`src/sv/two_pattern_max_span_search_defines.svh`:
```
// ----------------------------------------------------------------------------
// two_pattern_max_span_search_defines
// assertion macros shared by the span search block
// ----------------------------------------------------------------------------
`ifndef TWO_PATTERN_MAX_SPAN_SEARCH_DEFINES_SVH
`define TWO_PATTERN_MAX_SPAN_SEARCH_DEFINES_SVH

// condition holds in the same cycle
`define TPMS_ASSERT_SAME(name, ante, cons) \
    name: assert property (@(posedge clk) disable iff (!rst_n) (ante) |-> (cons)) \
        else $error("tpms assertion failed");

// condition holds in the next cycle
`define TPMS_ASSERT_NEXT(name, ante, cons) \
    name: assert property (@(posedge clk) disable iff (!rst_n) (ante) |=> (cons)) \
        else $error("tpms assertion failed");

`endif

```
`src/sv/tpms_pkg.sv`:
```
// ----------------------------------------------------------------------------
// tpms_pkg
// types and constants of the two-pattern span search
// ----------------------------------------------------------------------------
package tpms_pkg;

    localparam int BYTE_W    = 8;
    localparam int PAT_BYTES = 10;
    localparam int LEN_W     = 4;
    localparam int HIGH_W    = 16;
    localparam int LOW_W     = 64;
    localparam int SPAN_W    = 11;
    localparam int DATA_W    = 64;
    localparam int ADDR_W    = 6;

    localparam logic [SPAN_W-1:0] SPAN_NONE = '1;

    typedef enum logic [2:0] {
        REG_FIRST_LOW   = 3'd0,
        REG_FIRST_HIGH  = 3'd1,
        REG_FIRST_LEN   = 3'd2,
        REG_SECOND_LOW  = 3'd3,
        REG_SECOND_HIGH = 3'd4,
        REG_SECOND_LEN  = 3'd5
    } reg_idx_t;

    typedef struct packed {
        logic [LOW_W-1:0]  first_low;
        logic [HIGH_W-1:0] first_high;
        logic [LEN_W-1:0]  first_len;
        logic [LOW_W-1:0]  second_low;
        logic [HIGH_W-1:0] second_high;
        logic [LEN_W-1:0]  second_len;
    } cfg_t;

    typedef struct packed {
        logic first;
        logic second;
    } hits_t;

    // byte k of a pattern, zero past the stored bytes
    function automatic logic [BYTE_W-1:0] pat_byte(
        input logic [LOW_W-1:0]  low,
        input logic [HIGH_W-1:0] high,
        input int unsigned       k
    );
        logic [BYTE_W-1:0] b;
        b = '0;
        if (k < 8)
        begin
            b = low[k*BYTE_W +: BYTE_W];
        end
        else if (k < PAT_BYTES)
        begin
            b = high[(k-8)*BYTE_W +: BYTE_W];
        end
        return b;
    endfunction

endpackage

```
`src/sv/tpms_if.sv`:
```
// ----------------------------------------------------------------------------
// tpms_if
// text and result channels of the span search
// ----------------------------------------------------------------------------
interface tpms_text_if;
    import tpms_pkg::*;

    logic              valid;
    logic              ready;
    logic [BYTE_W-1:0] text_byte;
    logic              end_of_text;

    modport source (output valid, text_byte, end_of_text, input ready);
    modport sink (input valid, text_byte, end_of_text, output ready);
endinterface

interface tpms_result_if;
    import tpms_pkg::*;

    logic                     valid;
    logic                     ready;
    logic signed [SPAN_W-1:0] span;
    logic                     pair_found;

    modport source (output valid, span, pair_found, input ready);
    modport sink (input valid, span, pair_found, output ready);
endinterface

```
`src/sv/two_pattern_max_span_search.sv`:
```
// ----------------------------------------------------------------------------
// two_pattern_max_span_search
// span between the first pattern-one end and the last later pattern-two start
// ----------------------------------------------------------------------------
// Text bytes enter one per cycle unless a held result stalls them; an
// end_of_text beat yields a result beat in the next cycle from an output
// register, and a new text may follow at once if result.ready is high.
// A row of MAX_PATTERN cells keeps, per position, whether each pattern's
// prefix up to it ends at the latest byte. span is the number of characters
// between the two matches, or -1 with pair_found low. Bytes beyond MAX_TEXT
// in one text are not searched. Patterns and lengths sit at apb byte address
// 8*i; users must write them only while no text is in flight (not enforced).
module two_pattern_max_span_search #(
    parameter int MAX_TEXT    = 1024,
    parameter int MAX_PATTERN = 10
) (
    input  logic                          clk,
    input  logic                          rst_n,
    tpms_text_if.sink                     text,
    tpms_result_if.source                 result,
    input  logic                          psel,
    input  logic                          penable,
    input  logic                          pwrite,
    input  logic [tpms_pkg::ADDR_W-1:0]   paddr,
    input  logic [tpms_pkg::DATA_W-1:0]   pwdata,
    output logic [tpms_pkg::DATA_W-1:0]   prdata,
    output logic                          pready
);
    import tpms_pkg::*;

    `include "two_pattern_max_span_search_defines.svh"

    localparam int POS_W = $clog2(MAX_TEXT + 1);
    localparam int LW    = $clog2(MAX_PATTERN + 1);
    localparam int IDX_W = (MAX_PATTERN > 1) ? $clog2(MAX_PATTERN) : 1;
    localparam int EW    = (POS_W > SPAN_W) ? POS_W : SPAN_W;

    cfg_t  cfg;
    hits_t hit_vec  [MAX_PATTERN];
    hits_t hold_vec [MAX_PATTERN];
    hits_t prev_vec [MAX_PATTERN];

    logic accept;
    logic advance;
    logic clear;

    logic [LW-1:0]    len1;
    logic [LW-1:0]    len2;
    logic [IDX_W-1:0] idx1;
    logic [IDX_W-1:0] idx2;
    logic             match1;
    logic             match2;

    logic [POS_W-1:0] pos_reg, pos_next;
    logic [POS_W-1:0] first_end_reg, first_end_next;
    logic [POS_W-1:0] last_start_reg, last_start_next;
    logic             first_seen_reg, first_seen_next;
    logic             second_seen_reg, second_seen_next;

    logic             first_now;
    logic             first_seen_eff;
    logic [POS_W-1:0] first_end_eff;
    logic [POS_W-1:0] start;
    logic             second_now;
    logic             second_seen_eff;
    logic [POS_W-1:0] last_start_eff;
    logic [POS_W-1:0] diff;
    logic [EW-1:0]    diff_ext;
    logic             found;

    logic                     out_valid_reg, out_valid_next;
    logic signed [SPAN_W-1:0] span_reg, span_next;
    logic                     found_reg, found_next;

    tpms_apb_regs u_regs (
        .clk     (clk),
        .rst_n   (rst_n),
        .psel    (psel),
        .penable (penable),
        .pwrite  (pwrite),
        .paddr   (paddr),
        .pwdata  (pwdata),
        .prdata  (prdata),
        .pready  (pready),
        .cfg     (cfg)
    );

    assign text.ready = !out_valid_reg || result.ready;
    assign accept     = text.valid && text.ready;
    assign advance    = accept && (pos_reg < POS_W'(MAX_TEXT));
    assign clear      = accept && text.end_of_text;

    genvar k;
    generate
        for (k = 0; k < MAX_PATTERN; k++)
        begin : g_cell
            if (k == 0)
            begin : g_head
                assign prev_vec[k] = '1;
            end
            else
            begin : g_link
                assign prev_vec[k] = hold_vec[k-1];
            end

            tpms_cell u_cell (
                .clk         (clk),
                .rst_n       (rst_n),
                .advance     (advance),
                .clear       (clear),
                .text_byte   (text.text_byte),
                .first_byte  (pat_byte(cfg.first_low, cfg.first_high, k)),
                .second_byte (pat_byte(cfg.second_low, cfg.second_high, k)),
                .prev        (prev_vec[k]),
                .hit         (hit_vec[k]),
                .hold        (hold_vec[k])
            );
        end
    endgenerate

    // length zero acts as one, longer than the chain acts as the chain
    always_comb
    begin
        if (cfg.first_len == '0)
        begin
            len1 = LW'(1);
        end
        else if (32'(cfg.first_len) > 32'(MAX_PATTERN))
        begin
            len1 = LW'(MAX_PATTERN);
        end
        else
        begin
            len1 = LW'(cfg.first_len);
        end

        if (cfg.second_len == '0)
        begin
            len2 = LW'(1);
        end
        else if (32'(cfg.second_len) > 32'(MAX_PATTERN))
        begin
            len2 = LW'(MAX_PATTERN);
        end
        else
        begin
            len2 = LW'(cfg.second_len);
        end
    end

    assign idx1   = IDX_W'(len1 - LW'(1));
    assign idx2   = IDX_W'(len2 - LW'(1));
    assign match1 = hit_vec[idx1].first;
    assign match2 = hit_vec[idx2].second;

    always_comb
    begin
        first_now       = advance && !first_seen_reg && match1;
        first_seen_eff  = first_seen_reg || first_now;
        first_end_eff   = first_now ? pos_reg : first_end_reg;
        start           = pos_reg + POS_W'(1) - POS_W'(len2);
        second_now      = advance && first_seen_eff && match2 && (start > first_end_eff);
        second_seen_eff = second_seen_reg || second_now;
        last_start_eff  = second_now ? start : last_start_reg;
        diff            = last_start_eff - first_end_eff - POS_W'(1);
        diff_ext        = EW'(diff);
        found           = first_seen_eff && second_seen_eff;

        if (clear)
        begin
            pos_next         = '0;
            first_seen_next  = 1'b0;
            first_end_next   = '0;
            second_seen_next = 1'b0;
            last_start_next  = '0;
        end
        else if (advance)
        begin
            pos_next         = pos_reg + POS_W'(1);
            first_seen_next  = first_seen_eff;
            first_end_next   = first_end_eff;
            second_seen_next = second_seen_eff;
            last_start_next  = last_start_eff;
        end
        else
        begin
            pos_next         = pos_reg;
            first_seen_next  = first_seen_reg;
            first_end_next   = first_end_reg;
            second_seen_next = second_seen_reg;
            last_start_next  = last_start_reg;
        end

        out_valid_next = out_valid_reg && !result.ready;
        span_next      = span_reg;
        found_next     = found_reg;
        if (clear)
        begin
            out_valid_next = 1'b1;
            found_next     = found;
            span_next      = found ? diff_ext[SPAN_W-1:0] : SPAN_NONE;
        end
    end

    always_ff @(posedge clk or negedge rst_n)
    begin
        if (!rst_n)
        begin
            pos_reg         <= '0;
            first_seen_reg  <= 1'b0;
            first_end_reg   <= '0;
            second_seen_reg <= 1'b0;
            last_start_reg  <= '0;
            out_valid_reg   <= 1'b0;
        end
        else
        begin
            pos_reg         <= pos_next;
            first_seen_reg  <= first_seen_next;
            first_end_reg   <= first_end_next;
            second_seen_reg <= second_seen_next;
            last_start_reg  <= last_start_next;
            out_valid_reg   <= out_valid_next;
        end
    end

    always_ff @(posedge clk)
    begin
        span_reg  <= span_next;
        found_reg <= found_next;
    end

    assign result.valid      = out_valid_reg;
    assign result.span       = span_reg;
    assign result.pair_found = found_reg;

    `TPMS_ASSERT_SAME(a_none_span, result.valid && !result.pair_found, result.span == SPAN_NONE)
    `TPMS_ASSERT_NEXT(a_end_clears, clear, pos_reg == '0 && !first_seen_reg && !second_seen_reg)
    `TPMS_ASSERT_SAME(a_order, second_seen_reg, first_seen_reg)
    `TPMS_ASSERT_SAME(a_after_first, second_seen_reg, last_start_reg > first_end_reg)

endmodule

```
`src/sv/tpms_apb_regs.sv`:
```
// ----------------------------------------------------------------------------
// tpms_apb_regs
// pattern and length registers behind the apb port
// ----------------------------------------------------------------------------
module tpms_apb_regs (
    input  logic                          clk,
    input  logic                          rst_n,
    input  logic                          psel,
    input  logic                          penable,
    input  logic                          pwrite,
    input  logic [tpms_pkg::ADDR_W-1:0]   paddr,
    input  logic [tpms_pkg::DATA_W-1:0]   pwdata,
    output logic [tpms_pkg::DATA_W-1:0]   prdata,
    output logic                          pready,
    output tpms_pkg::cfg_t                cfg
);
    import tpms_pkg::*;

    // patterns clear, both lengths one
    localparam cfg_t CFG_RESET = '{first_len: LEN_W'(1), second_len: LEN_W'(1), default: '0};

    cfg_t     cfg_reg;
    cfg_t     cfg_next;
    reg_idx_t idx;
    logic     wr_en;

    assign idx    = reg_idx_t'(paddr[ADDR_W-1:3]);
    assign wr_en  = psel && penable && pwrite;
    assign pready = 1'b1;
    assign cfg    = cfg_reg;

    always_comb
    begin
        cfg_next = cfg_reg;
        if (wr_en)
        begin
            case (idx)
                REG_FIRST_LOW:   cfg_next.first_low   = pwdata[LOW_W-1:0];
                REG_FIRST_HIGH:  cfg_next.first_high  = pwdata[HIGH_W-1:0];
                REG_FIRST_LEN:   cfg_next.first_len   = pwdata[LEN_W-1:0];
                REG_SECOND_LOW:  cfg_next.second_low  = pwdata[LOW_W-1:0];
                REG_SECOND_HIGH: cfg_next.second_high = pwdata[HIGH_W-1:0];
                REG_SECOND_LEN:  cfg_next.second_len  = pwdata[LEN_W-1:0];
                default:         cfg_next = cfg_reg;
            endcase
        end
    end

    always_comb
    begin
        case (idx)
            REG_FIRST_LOW:   prdata = DATA_W'(cfg_reg.first_low);
            REG_FIRST_HIGH:  prdata = DATA_W'(cfg_reg.first_high);
            REG_FIRST_LEN:   prdata = DATA_W'(cfg_reg.first_len);
            REG_SECOND_LOW:  prdata = DATA_W'(cfg_reg.second_low);
            REG_SECOND_HIGH: prdata = DATA_W'(cfg_reg.second_high);
            REG_SECOND_LEN:  prdata = DATA_W'(cfg_reg.second_len);
            default:         prdata = '0;
        endcase
    end

    always_ff @(posedge clk or negedge rst_n)
    begin
        if (!rst_n)
        begin
            cfg_reg <= CFG_RESET;
        end
        else
        begin
            cfg_reg <= cfg_next;
        end
    end

endmodule

```
`src/sv/tpms_cell.sv`:
```
// ----------------------------------------------------------------------------
// tpms_cell
// one position of the prefix match chain for both patterns
// ----------------------------------------------------------------------------
module tpms_cell (
    input  logic                        clk,
    input  logic                        rst_n,
    input  logic                        advance,
    input  logic                        clear,
    input  logic [tpms_pkg::BYTE_W-1:0] text_byte,
    input  logic [tpms_pkg::BYTE_W-1:0] first_byte,
    input  logic [tpms_pkg::BYTE_W-1:0] second_byte,
    input  tpms_pkg::hits_t             prev,
    output tpms_pkg::hits_t             hit,
    output tpms_pkg::hits_t             hold
);
    import tpms_pkg::*;

    hits_t hold_reg;
    hits_t hold_next;

    // prefix up to this cell ends at the incoming byte
    assign hit.first  = prev.first && (text_byte == first_byte);
    assign hit.second = prev.second && (text_byte == second_byte);
    assign hold       = hold_reg;

    always_comb
    begin
        hold_next = hold_reg;
        if (clear)
        begin
            hold_next = '0;
        end
        else if (advance)
        begin
            hold_next = hit;
        end
    end

    always_ff @(posedge clk or negedge rst_n)
    begin
        if (!rst_n)
        begin
            hold_reg <= '0;
        end
        else
        begin
            hold_reg <= hold_next;
        end
    end

endmodule
```
`src/flat_wrapper.sv`:
```
// flat-port wrapper written by rule: the top's interface ports become plain ports
module two_pattern_max_span_search_flat import tpms_pkg::*;
#(
    parameter int MAX_TEXT    = 1024,
    parameter int MAX_PATTERN = 10
)
  (clk, rst_n, psel, penable, pwrite, paddr, pwdata, prdata, pready, text_valid, text_text_byte, text_end_of_text, text_ready, result_valid, result_span, result_pair_found, result_ready);
  tpms_text_if text_i ();
  tpms_result_if result_i ();
  input  logic clk;
  input  logic rst_n;
  input  logic psel;
  input  logic penable;
  input  logic pwrite;
  input  logic [tpms_pkg::ADDR_W-1:0] paddr;
  input  logic [tpms_pkg::DATA_W-1:0] pwdata;
  output logic [tpms_pkg::DATA_W-1:0] prdata;
  output logic pready;
  input wire logic [$bits(text_i.valid)-1:0] text_valid;
  input wire logic [$bits(text_i.text_byte)-1:0] text_text_byte;
  input wire logic [$bits(text_i.end_of_text)-1:0] text_end_of_text;
  output wire logic [$bits(text_i.ready)-1:0] text_ready;
  output wire logic [$bits(result_i.valid)-1:0] result_valid;
  output wire logic [$bits(result_i.span)-1:0] result_span;
  output wire logic [$bits(result_i.pair_found)-1:0] result_pair_found;
  input wire logic [$bits(result_i.ready)-1:0] result_ready;
  assign text_i.valid = text_valid;
  assign text_i.text_byte = text_text_byte;
  assign text_i.end_of_text = text_end_of_text;
  assign text_ready = text_i.ready;
  assign result_valid = result_i.valid;
  assign result_span = result_i.span;
  assign result_pair_found = result_i.pair_found;
  assign result_i.ready = result_ready;
  two_pattern_max_span_search #(.MAX_TEXT(MAX_TEXT), .MAX_PATTERN(MAX_PATTERN)) u_core (.clk(clk), .rst_n(rst_n), .text(text_i), .result(result_i), .psel(psel), .penable(penable), .pwrite(pwrite), .paddr(paddr), .pwdata(pwdata), .prdata(prdata), .pready(pready));
endmodule
```
`config.mk`:
```
export PLATFORM = sky130hd
export DESIGN_NAME = two_pattern_max_span_search_flat
export DESIGN_NICKNAME = d
export VERILOG_FILES = /design/src/sv/tpms_pkg.sv /design/src/sv/tpms_if.sv /design/src/sv/two_pattern_max_span_search.sv /design/src/sv/tpms_apb_regs.sv /design/src/sv/tpms_cell.sv /design/src/flat_wrapper.sv
export VERILOG_INCLUDE_DIRS = /design/src /design/src/sv
export SDC_FILE = /design/constraint.sdc
export NUM_CORES = 1
export LEC_CHECK = 0
export BUFFER_PORTS_ARGS = -buffer_cell sky130_fd_sc_hd__buf_2
export CAP_MARGIN = 15
export CORE_AREA = 2 2 159 161
export CTS_BUF_LIST = sky130_fd_sc_hd__clkbuf_8
export DETAILED_ROUTE_END_ITERATION = 12
export DIE_AREA = 0 0 161 163
export GPL_ROUTABILITY_DRIVEN = 0
export GPL_TIMING_DRIVEN = 1
export PLACE_DENSITY_LB_ADDON = 0.05
export SLEW_MARGIN = 15
export SYNTH_ARGS = -nofsm -noshare
export SYNTH_HDL_FRONTEND = slang
export SYNTH_SLANG_ARGS = --single-unit
```
`constraint.sdc`:
```
create_clock -name clk -period 8.9 [get_ports clk]
set_input_delay 1.78 -clock clk [delete_from_list [all_inputs] [get_ports clk]]
set_output_delay 1.78 -clock clk [all_outputs]
set_load 0.03 [all_outputs]
```
## Word-level counts from Yosys, hierarchy flattened

Cells that the tools add are included.

- Output and inout port bits: 79
- Bits in registers: 234
- Word-level logic and storage cells: 159
- Input port bits: 86

- Bitwise logic cells: 2
- Magnitude comparators: 6
- Equality and inequality tests: 25
- Multiplexer cells: 42
- Add/sub/neg operators: 6
- Reductions and logical operators: 46

Operators by type and width:

| cell | count |
|---|---|
| $pmux 64 s6 | 1 |
| $eq 8x8->1 | 20 |
| $mux 11 | 8 |
| $mux 2 | 20 |
| $logic_and 1x1->1 | 30 |
| $bmux 2 s4 | 2 |
| $mux 4 | 4 |
| $reduce_and 2->1 | 6 |
| $add 11x1->11 const B | 1 |
| $gt 11x11->1 | 1 |
| $lt 11x11->1 const B | 1 |
| $sub 11x1->11 const B | 1 |
| $sub 11x11->11 | 1 |
| $sub 11x4->11 | 1 |
| $ge 5x5->1 const B | 2 |
| $not 4->5 | 2 |
| $gt 4x4->1 const B | 2 |
| $logic_not 4->1 | 2 |
| $sub 4x1->4 const B | 2 |
| $mux 1 | 7 |
| $eq 3x2->1 const B | 2 |
| $eq 3x3->1 const B | 2 |
| $eq 3x1->1 const B | 1 |
| $logic_not 1->1 | 3 |
| other kinds (3) | 5 |

## Logic depth before layout (Yosys ltp)

Gate-level depths: netlist (run 1).

- Depth after elaboration: 16
- Mapped depth: 32
- Mapped depth without buffers: 29

## Modules after synthesis

From an unflattened synthesis (run 1), not the netlist that was laid out.

- Cells, all modules: 1,278
- Area, all modules: 14,189.9 sq um

Modules (own cells, without submodules):

| module | cells each | times used | area each (sq um) | sequential area each (sq um) |
|---|---|---|---|---|
| tpms_apb_regs | 516 | 1 | 7,672.4 | 4,206.5 |
| two_pattern_max_span_search | 412 | 1 | 3,802.4 | 1,261.2 |
| tpms_cell | 35 | 10 | 271.5 | 50.0 |

## Least setup slack after synthesis (run 1)

OpenSTA, ideal clock, no wires.

- Path type: input port to flip-flop
- From: input port text_text_byte[5]
- To: register u_core.span_reg[10], in the netlist u_core.result.span[10], data pin
- Arrival: 8.063 ns
- Required time: 8.640 ns
- Library setup time: 0.260 ns
- Stages on the path: 30
- Slack: 0.577 ns
- Path through: buf_2 > buf_6 > xor2_1 > nor4_1 > nand4_1 > a221oi_1 > a31o_1 > nand2_1 > a211oi_2 > buf_2 > mux2i_1 > ha_1 > nor2b_1 > o21ai_0 > nand2b_1 > a211oi_1 > o21ai_0 > o2111ai_1 > nor2_1 > buf_2 > mux2_2 > ha_1 > fa_1 > a21o_1 > a21oi_1 > o211ai_1 > a41o_1 > and4_1 > or4b_1 > mux2_2

- Longest elaborated chain between the ends: 13
- Elaborated cells on any way between the ends: 56
- Classes of those cells: 2 x add/sub; 1 x order compare; 20 x eq/ne; 8 x mux; 25 x reduce/logical

RTL lines:

| what | RTL line | RTL |
|---|---|---|
| start, declared | flat_wrapper.sv:20 | `input wire logic [$bits(text_i.text_byte)-1:0] text_text_byte;` |
| branches (longest 13 deep; another with $gt 11x11->1) | -- |  |
| end signal, assigned | two_pattern_max_span_search.sv:229 | `span_reg <= span_next;` |
| end, declared | two_pattern_max_span_search.sv:72 | `logic signed [SPAN_W-1:0] span_reg, span_next;` |

Several ways; the timed one is not identified. The select of a mux whose other input is x is not followed.
A chain may end at the register's enable or synchronous reset.

## Final worst setup path (run 1)

- From: input port text_text_byte[6]
- To: register u_core.span_reg[10], in the netlist u_core.result.span[10], data pin

The elaborated chain is that of the path after synthesis.

==> summary.txt, run 1 <==
Critical path
  • Crit Reg-Reg Endpoint: u_core.result.span[10]$_SDFFCE_PN1P_
  • Critical path arrival: around 8.5 ns
  • R2R cell count: 27
  • Critical Path RT: around 9 ns
  • R2R Path Start: u_core.u_regs.cfg[3]$_DFFE_PN0P_
  • Worst Path Max Fanout: 13
  • Startpoint Class: input pin
  • Setup crit end kind: flip-flop
  • WS Path Type: input pin to flip-flop
  • Reg2Reg Setup Slack: 1.72 ns

Placement
  • Post-DP HPWL: around 24 mm
  • Buffers on Ports: 160

Synth
  • Area leader, netlist: dfrtp_1
  • Largest cells by area after synthesis: dfrtp_1 (42%), mux2_2 (16%), xnor2_1 (7.0%)
  • Sequential share of the synthesized area: 0.448
  • Most used flip-flop cell after synthesis: dfrtp_1
  • Post-Syn Instances: 1148
  • Syn Nets: about 1.3k
  • Syn Std Cell Area: between 10000 and 15000 um^2
  • Most frequent cell after synthesis: dfrtp_1
  • Syn. warnings: 0
  • Syn Area/Cell: 11.5 um^2
  • Top cells by count, synth: dfrtp_1 (220), mux2_2 (183), xnor2_1 (105)
  • Post-synth EDFFs: 12
  • Synth top area share: 0.416
  • Register bit total from synthesis: 234
  • Ys async rst share: 0.949
  • Post-synth cell types: 70

Detailed routing
  • Initial DRC Count: roughly 570
  • Average wire per standard cell: 20.4 um
  • DR vias/cell: slightly below 6
  • Remaining DRCs: 0
  • Pre-antenna DRT Iters: 4
  • Vias: 9889
  • Post-Route WL: 34.7 mm
  • Routed Antenna Nets: 0

Pwr
  • Lkg Pwr: 6.98 nW
  • Cell internal pwr: about 2.2 mW
  • P per Cell Area: approximately 220 nW/um^2
  • IR Drop Worst-Case VDD: 0.142 mV
  • Sw power: between 1 and 1.5 mW
  • Reg power frac: 0.422
  • Clock power share: 0.293
  • Switching Fraction: 0.334
  • Combinational Power Share: 0.285

Clock tree
  • CTS tree: done
  • Hold-fix buffers at CTS: 0
  • Post-CTS Setup Inserts: 0
  • Post-CTS Resized: 0
  • Root buf cell: clkbuf_8
  • Clock transition at path regs: approximately 0.060 ns
  • H-tree levels: 2
  • CTS Buf Count: 44
  • Clock Path Buffers: 3
  • CTS sink count: roughly 230
  • Latest clock arrival within the worst-skew pair: around 0.54 ns

Timing
  • Hold WS: between 0.4 and 0.5 ns
  • Final period utilization: 0.919
  • Fmax: between 100 and 150 MHz
  • Slew HR: 0.295
  • Setup TNS: 0 ns
  • Final min period: 8.18 ns
  • Final Slew Violations: 0
  • RSZ-0062 raised after global routing: no
  • Worst clock skew: 0.0116 ns
  • Final setup fails: 0
  • Final hold viol count: 0
  • Worst-Margin Slew: 1.06 ns

Hold path
  • Hold WC Path Type: flip-flop to flip-flop
  • Hold Path Depth: 2
  • Worst hold path endpoint: u_core.g_cell[0].u_cell.hold[1]$_DFFE_PN0P_
  • Hold_sp: u_core.g_cell[0].u_cell.hold[1]$_DFFE_PN0P_

GRT
  • Global-route wire length before repair: 54.2 mm
  • GRT Util Overall: 0.264
  • GR Overflow Total: 0
  • Largest net degree at the start of global routing: 95
  • Initial antenna violation count: 3
  • Number of global-route vias before repair: 9782

Finish
  • Nets: roughly 1.5k
  • Max FFs per register: roughly 170
  • Filler Cell Count: 2096
  • Multi-input gate area: 6930 um^2
  • Seq. cell area: between 5000 and 6000 um^2
  • Area delta synth->final: 16.6%
  • Layout cells sized above 1: 0.345

Die
  • Core ar.: between 20000 and 25000 um^2
  • I/O pin cnt: around 170
  • Initial core utilization: 0.536
  • Die ar.: 26200 um^2
  • Die X-Extent: 161 um
  • Std-Cell Rows: between 50 and 60
  • Die height: around 160 um

Status
  • Outcome: complete, no violations

Run
  • Maxcap violations: 0
## worst max-delay path, cell delays in order
cell       delay, ns
buf_2           0.30
xor2_1          0.11
nor4_1          0.40
nand4_1         0.21
a221oi_1        0.43
a31o_1          0.18
nand2_1         0.09
a211oi_2        0.30
buf_12          0.19
mux2i_1         0.28
ha_1            0.29
nor2b_1         0.13
o21ai_0         0.13
nand2b_1        0.08
a211oi_1        0.31
o21ai_0         0.16
o2111ai_1       0.15
nor2_1          0.14
mux2_2          0.30
ha_1            0.22
fa_1            0.41
a21o_1          0.17
a21oi_1         0.19
o211ai_1        0.17
a41o_1          0.31
and4_1          0.23
or4b_1          0.51
mux2_2          0.28
## area by class of cell
class                   count  area share
diodes                      1    0.000162
clock buffers              52      0.0464
repair buffers            215      0.0834
inverters                  15     0.00365
flip-flops and latches    234       0.384
well taps                 330      0.0268
clock inverters            23     0.00633
multi-input cells         829       0.449
## cells in the final DEF (no fill, tap or decap), types with 3 or more instances in the layout
cell type	instances
buf_2	159
nor4_1	14
o21ai_0	25
dfrtp_1	220
a221o_1	12
ha_1	27
clkbuf_8	52
and3_1	4
nand2b_1	7
inv_1	32
a2111oi_0	3
mux2i_1	14
buf_4	50
a31oi_1	5
nand2_1	58
mux2_2	183
xor2_1	81
clkinv_2	3
a21o_1	9
nor2_2	4
buf_12	5
xnor2_1	105
a22o_1	92
nor2b_1	6
o31ai_1	5
a22oi_1	4
and2_1	3
a211oi_1	3
nor2_1	31
nand4_1	26
a21oi_1	9
o22ai_1	4
edfxtp_1	12
nor3_1	21
o2111ai_1	3
nor4b_1	3
nand3_1	25
## through the flow
step / cell area (um^2) / utilization / instances / power, mW / setup WS (ns)
after floorplan: 13200 / - / 1148 / 2.08 / 0.577
after global placement: 14600 / 0.592 / 1623 / 2.36 / 0.193
after detailed placement: 14600 / 0.592 / 1623 / 2.38 / 0.205
after CTS: 15400 / 0.625 / 1698 / 3.36 / 0.748
after global routing: 15400 / 0.625 / 1698 / 3.52 / 0.156
final: 15400 / 0.625 / 1699 / 3.34 / 0.718
## cells by family (layout without fill, tap and decap cells)
| kind of cell | after synthesis | in the layout | synth area share |
|---|---|---|---|
| multiplexers | 197 | 197 | 0.166 |
| buffers and inverters | 85 | 305 | 0.0304 |
| other | 1 | 2 | 0.000284 |
| adder cells (fa/ha/maj) | 29 | 29 | 0.0286 |
| flip-flops | 234 | 234 | 0.448 |
| AND/OR/NAND/NOR | 219 | 219 | 0.0839 |
| AO/OA/AOI/OAI | 197 | 197 | 0.119 |
| XOR/XNOR | 186 | 186 | 0.123 |
## power groups by stage
stage                     clock (mW)  combinational [mW]  sequential (mW)
after floorplan                    0               0.706             1.37
after global placement             0               0.942             1.42
after detailed placement           0               0.955             1.42
after CTS                      0.993               0.960             1.40
after global routing            1.04                1.05             1.43
final                          0.977               0.952             1.41
## layer usage
metal / share of wire / up-vias / track usage
met4: 0.023 / 2 / 0.0706
met3: 0.055 / 60 / 0.0456
li1: - / 4585 / -
met1: 0.46 / 4977 / 0.376
met2: 0.47 / 265 / 0.421
met5: 0.00037 / - / 0
## how the worst max path moves through the flow
stage | slack [ns] | startpoint | endpoint | depth (start not counted)
final | 0.72 | text_text_byte[6] | u_core.result.span[10]$_SDFFCE_PN1P_ | 28
after floorplan | 0.58 | text_text_byte[5] | u_core.result.span[10]$_SDFFCE_PN1P_ | 30
after global placement | 0.19 | text_text_byte[6] | u_core.result.span[10]$_SDFFCE_PN1P_ | 31
after global routing | 0.16 | text_text_byte[6] | u_core.result.span[10]$_SDFFCE_PN1P_ | 31
after CTS | 0.75 | text_text_byte[6] | u_core.result.span[10]$_SDFFCE_PN1P_ | 29
after detailed placement | 0.20 | text_text_byte[6] | u_core.result.span[10]$_SDFFCE_PN1P_ | 28
(Power assumes the default switching activity.)
==> run 2, diff against run 1 <==
==> constraint.sdc (replaced) <==
create_clock -name clk -period 6.9 [get_ports clk]
set_input_delay 1.38 -clock clk [delete_from_list [all_inputs] [get_ports clk]]
set_output_delay 1.38 -clock clk [all_outputs]
set_load 0.03 [all_outputs]
==> run 2 against run 1 <==
The flow now finishes with violations (setup timing). Sequential share of layout area decreased by 2.5 points. Combinational power increased by 48%. Global-route usage increased by 0.89 points. Critical path depth increased by 1. Clock skew increased by 0.011 ns. Core utilization increased by 4.3 points. Wire length increased by 3.0%. Final area increased by 6.9%. Worst setup slack got worse by 0.92 ns. First-iteration DRC count increased by 2.4%. Critical endpoint unchanged. Highest routed layer unchanged.
==> summary.txt, run 2 (synthesis results as in run 1) <==
Critical path
  • WS Path Type: input pin to flip-flop
  • Startpoint Class: input pin
  • Critical path arrival: 7.39 ns (-1.08 ns)
  • CP peak stage delay: 0.51 ns (about the same)
  • Setup crit end kind: flip-flop
  • CP dominant cell by count: mux2_4
  • R2R cell count: 27 (unchanged)
  • Crit-path slowest cell: or4b_1
  • Critical Path RT: 7.18 ns (-2.01 ns)
  • Worst Path Max Fanout: 9 (-4)

Timing
  • Worst setup margin: -0.204 ns (-0.922 ns)
  • RSZ-0062 raised after global routing: yes
  • Final min period: a little over 7 ns
  • Final Slew Violations: 0 (unchanged)
  • Final setup fails: 1 (+1)
  • Fmax: ~140 MHz
  • Worst-Margin Slew: 1.04 ns (-0.0138 ns)
  • Final period utilization: 1.03
  • Worst clock skew: 0.0229 ns (+0.0113 ns)
  • Final hold viol count: 0 (unchanged)
  • Slew HR: 0.305 (+0.00995)

Detailed routing
  • DR vias/cell: 5.69 (-2.3%)
  • Average wire per standard cell: 20.1 um (-1.7%)
  • Post-Route WL: 35.7 mm (+3.0%)
  • Initial DRC Count: 588 (+2.4%)
  • Routed Antenna Nets: 0 (unchanged)
  • Pre-antenna DRT Iters: 5 (+1)
  • Vias: 10.1k (+2.4%)
  • Remaining DRCs: 0 (unchanged)

Clock tree
  • Latest clock arrival within the worst-skew pair: 0.55 ns (about the same)
  • CTS Buf Count: 42 (-4.5%)
  • Clock Path Buffers: 3 (unchanged)
  • CTS sink count: 234 (unchanged)
  • Root buf cell: clkbuf_8
  • Clock transition at path regs: 0.07 ns (about the same)
  • CTS tree: done
  • H-tree levels: 2 (unchanged)
  • Hold-fix buffers at CTS: 0 (unchanged)

Placement
  • Placed inst area: 15200 um^2 (+4.1%)
  • Buffers on Ports: 160 (unchanged)
  • Setup slack at placement: -0.889 ns (-1.09 ns)
  • Post-DP HPWL: 24.7 mm (+4.3%)

Finish
  • Max FFs per register: 168 (unchanged)
  • Seq. cell area: 5920 um^2 (unchanged)
  • Multi-input gate area: 7210 um^2 (+4.0%)
  • Commonest non-fill, non-tap cell in the layout: dfrtp_1
  • Area delta synth->final: 24.6%
  • Most frequent cells in the layout: dfrtp_1 (220), mux2_2 (179), buf_2 (151)
  • Filler Cell Count: 1975 (-5.8%)
  • Design area: 16500 um^2 (+6.9%)
  • Layout cells sized above 1: 0.408 (+0.0632)
  • Nets: 1536 (+5.6%)

Die
  • Die X-Extent: 161 um (unchanged)
  • Die height: 163 um (unchanged)
  • Die ar.: 26200 um^2 (unchanged)
  • I/O pin cnt: 165 (unchanged)
  • Std-Cell Rows: 58 (unchanged)
  • Initial core utilization: 0.536 (unchanged)
  • Core ar.: 24700 um^2 (unchanged)

Pwr
  • IR Drop Worst-Case VDD: 0.180 mV (+27%)
  • Power consumption: 4.63 mW (+39%)
  • Lkg Pwr: 7.50 nW (+7.4%)
  • P per Cell Area: 281 nW/um^2 (+30%)

GRT
  • Number of global-route vias before repair: 10.3k (+4.8%)
  • Initial antenna violation count: 2 (-1)
  • Global-route wire length before repair: 56.6 mm (+4.3%)
  • GRT Util Overall: 0.273 (+0.00893)
  • GR Overflow Total: 0 (unchanged)
  • Largest net degree at the start of global routing: 118 (+24%)

Hold path
  • Hold Path Depth: 2 (unchanged)
  • Hold WC Path Type: flip-flop to flip-flop

Run
  • Maxcap violations: 0 (unchanged)

Status
  • Outcome: complete, but fails checks
  • Failing checks: setup timing
-- run 2: changes by cell type in the layout (fill, tap and decap cells not counted), moves of 6 or more --
cell,delta
buf_6,+10
xnor2_2,+6
xnor2_1,-6
buf_2,-8
buf_4,+79
-- run 2: per-layer routing --
layer,up-vias,routed length [um],part of all wire,GRT usage
met1,5059,16500,0.46,0.390
li1,4753,-,-,-
met3,50,1880,0.053,0.0425
met2,267,16800,0.47,0.442
met5,-,13,0.00036,0
met4,2,553,0.015,0.0625
-- run 2: report_power, final --
part	total, mW	internal, mW	switching [mW]
Sequential	1.83	1.59	0.231
Combinational	1.41	0.713	0.694
Clock	1.40	0.805	0.594
-- run 2: layout make-up --
class | count | share of cell area
Sequential cell | 234 | 0.359
Inverter | 15 | 0.00342
Antenna cell | 1 | 0.000152
Clock inverter | 23 | 0.0121
Timing Repair Buffer | 299 | 0.121
Clock buffer | 50 | 0.0418
Multi-Input combinational cell | 829 | 0.437
Tap cell | 330 | 0.0251
-- run 2: path summary, 6_finish.rpt --
check	slack (ns)	endpoint	startpoint
min reg2reg	0.47	u_core.g_cell[8].u_cell.hold[1]$_DFFE_PN0P_	u_core.g_cell[8].u_cell.hold[1]$_DFFE_PN0P_
min in group asynchronous	0.88	u_core.u_regs.cfg[32]$_DFFE_PN0P_	rst_n
max reg2reg	0.29	u_core.result.span[10]$_SDFFCE_PN1P_	u_core.u_regs.cfg[3]$_DFFE_PN0P_
max in group asynchronous	4.89	u_core.second_seen_reg$_DFFE_PN0P_	rst_n
min	0.47	u_core.g_cell[8].u_cell.hold[1]$_DFFE_PN0P_	u_core.g_cell[8].u_cell.hold[1]$_DFFE_PN0P_
max	-0.20	u_core.result.span[10]$_SDFFCE_PN1P_	text_text_byte[4]
-- run 2: metrics by stage --
| step | hold WS (ns) | instances | setup TNS (ns) | utilization |
|---|---|---|---|---|
| 4_1_cts | 0.469 | 1778 | -0.111 | 0.663 |
| 3_3_place_gp | 0.445 | 1692 | -1.84 | 0.616 |
| 3_5_place_dp | 0.453 | 1692 | -1.86 | 0.616 |
| 5_1_grt | 0.489 | 1780 | -0.467 | 0.668 |
| 2_1_floorplan | 0.432 | 1148 | -0.319 | - |
| 6_report | 0.466 | 1781 | -0.204 | 0.668 |
-- run 2: what timing repair did --
action	in CTS	in global routing
cloned	1	0
pin swaps	25	19
resized for setup	38	20
hold endpoints to repair	0	0
setup buffers	12	2
setup endpoints to repair	1	3
-- run 2: worst max-delay path: cells and delay by family --
kind	cells	cell delay, ns
XOR/XNOR	1	0.17
multiplexers	3	0.92
adder cells (fa/ha/maj)	3	0.68
AND/OR/NAND/NOR	7	1.45
AO/OA/AOI/OAI	12	2.27
buffers and inverters	3	0.47
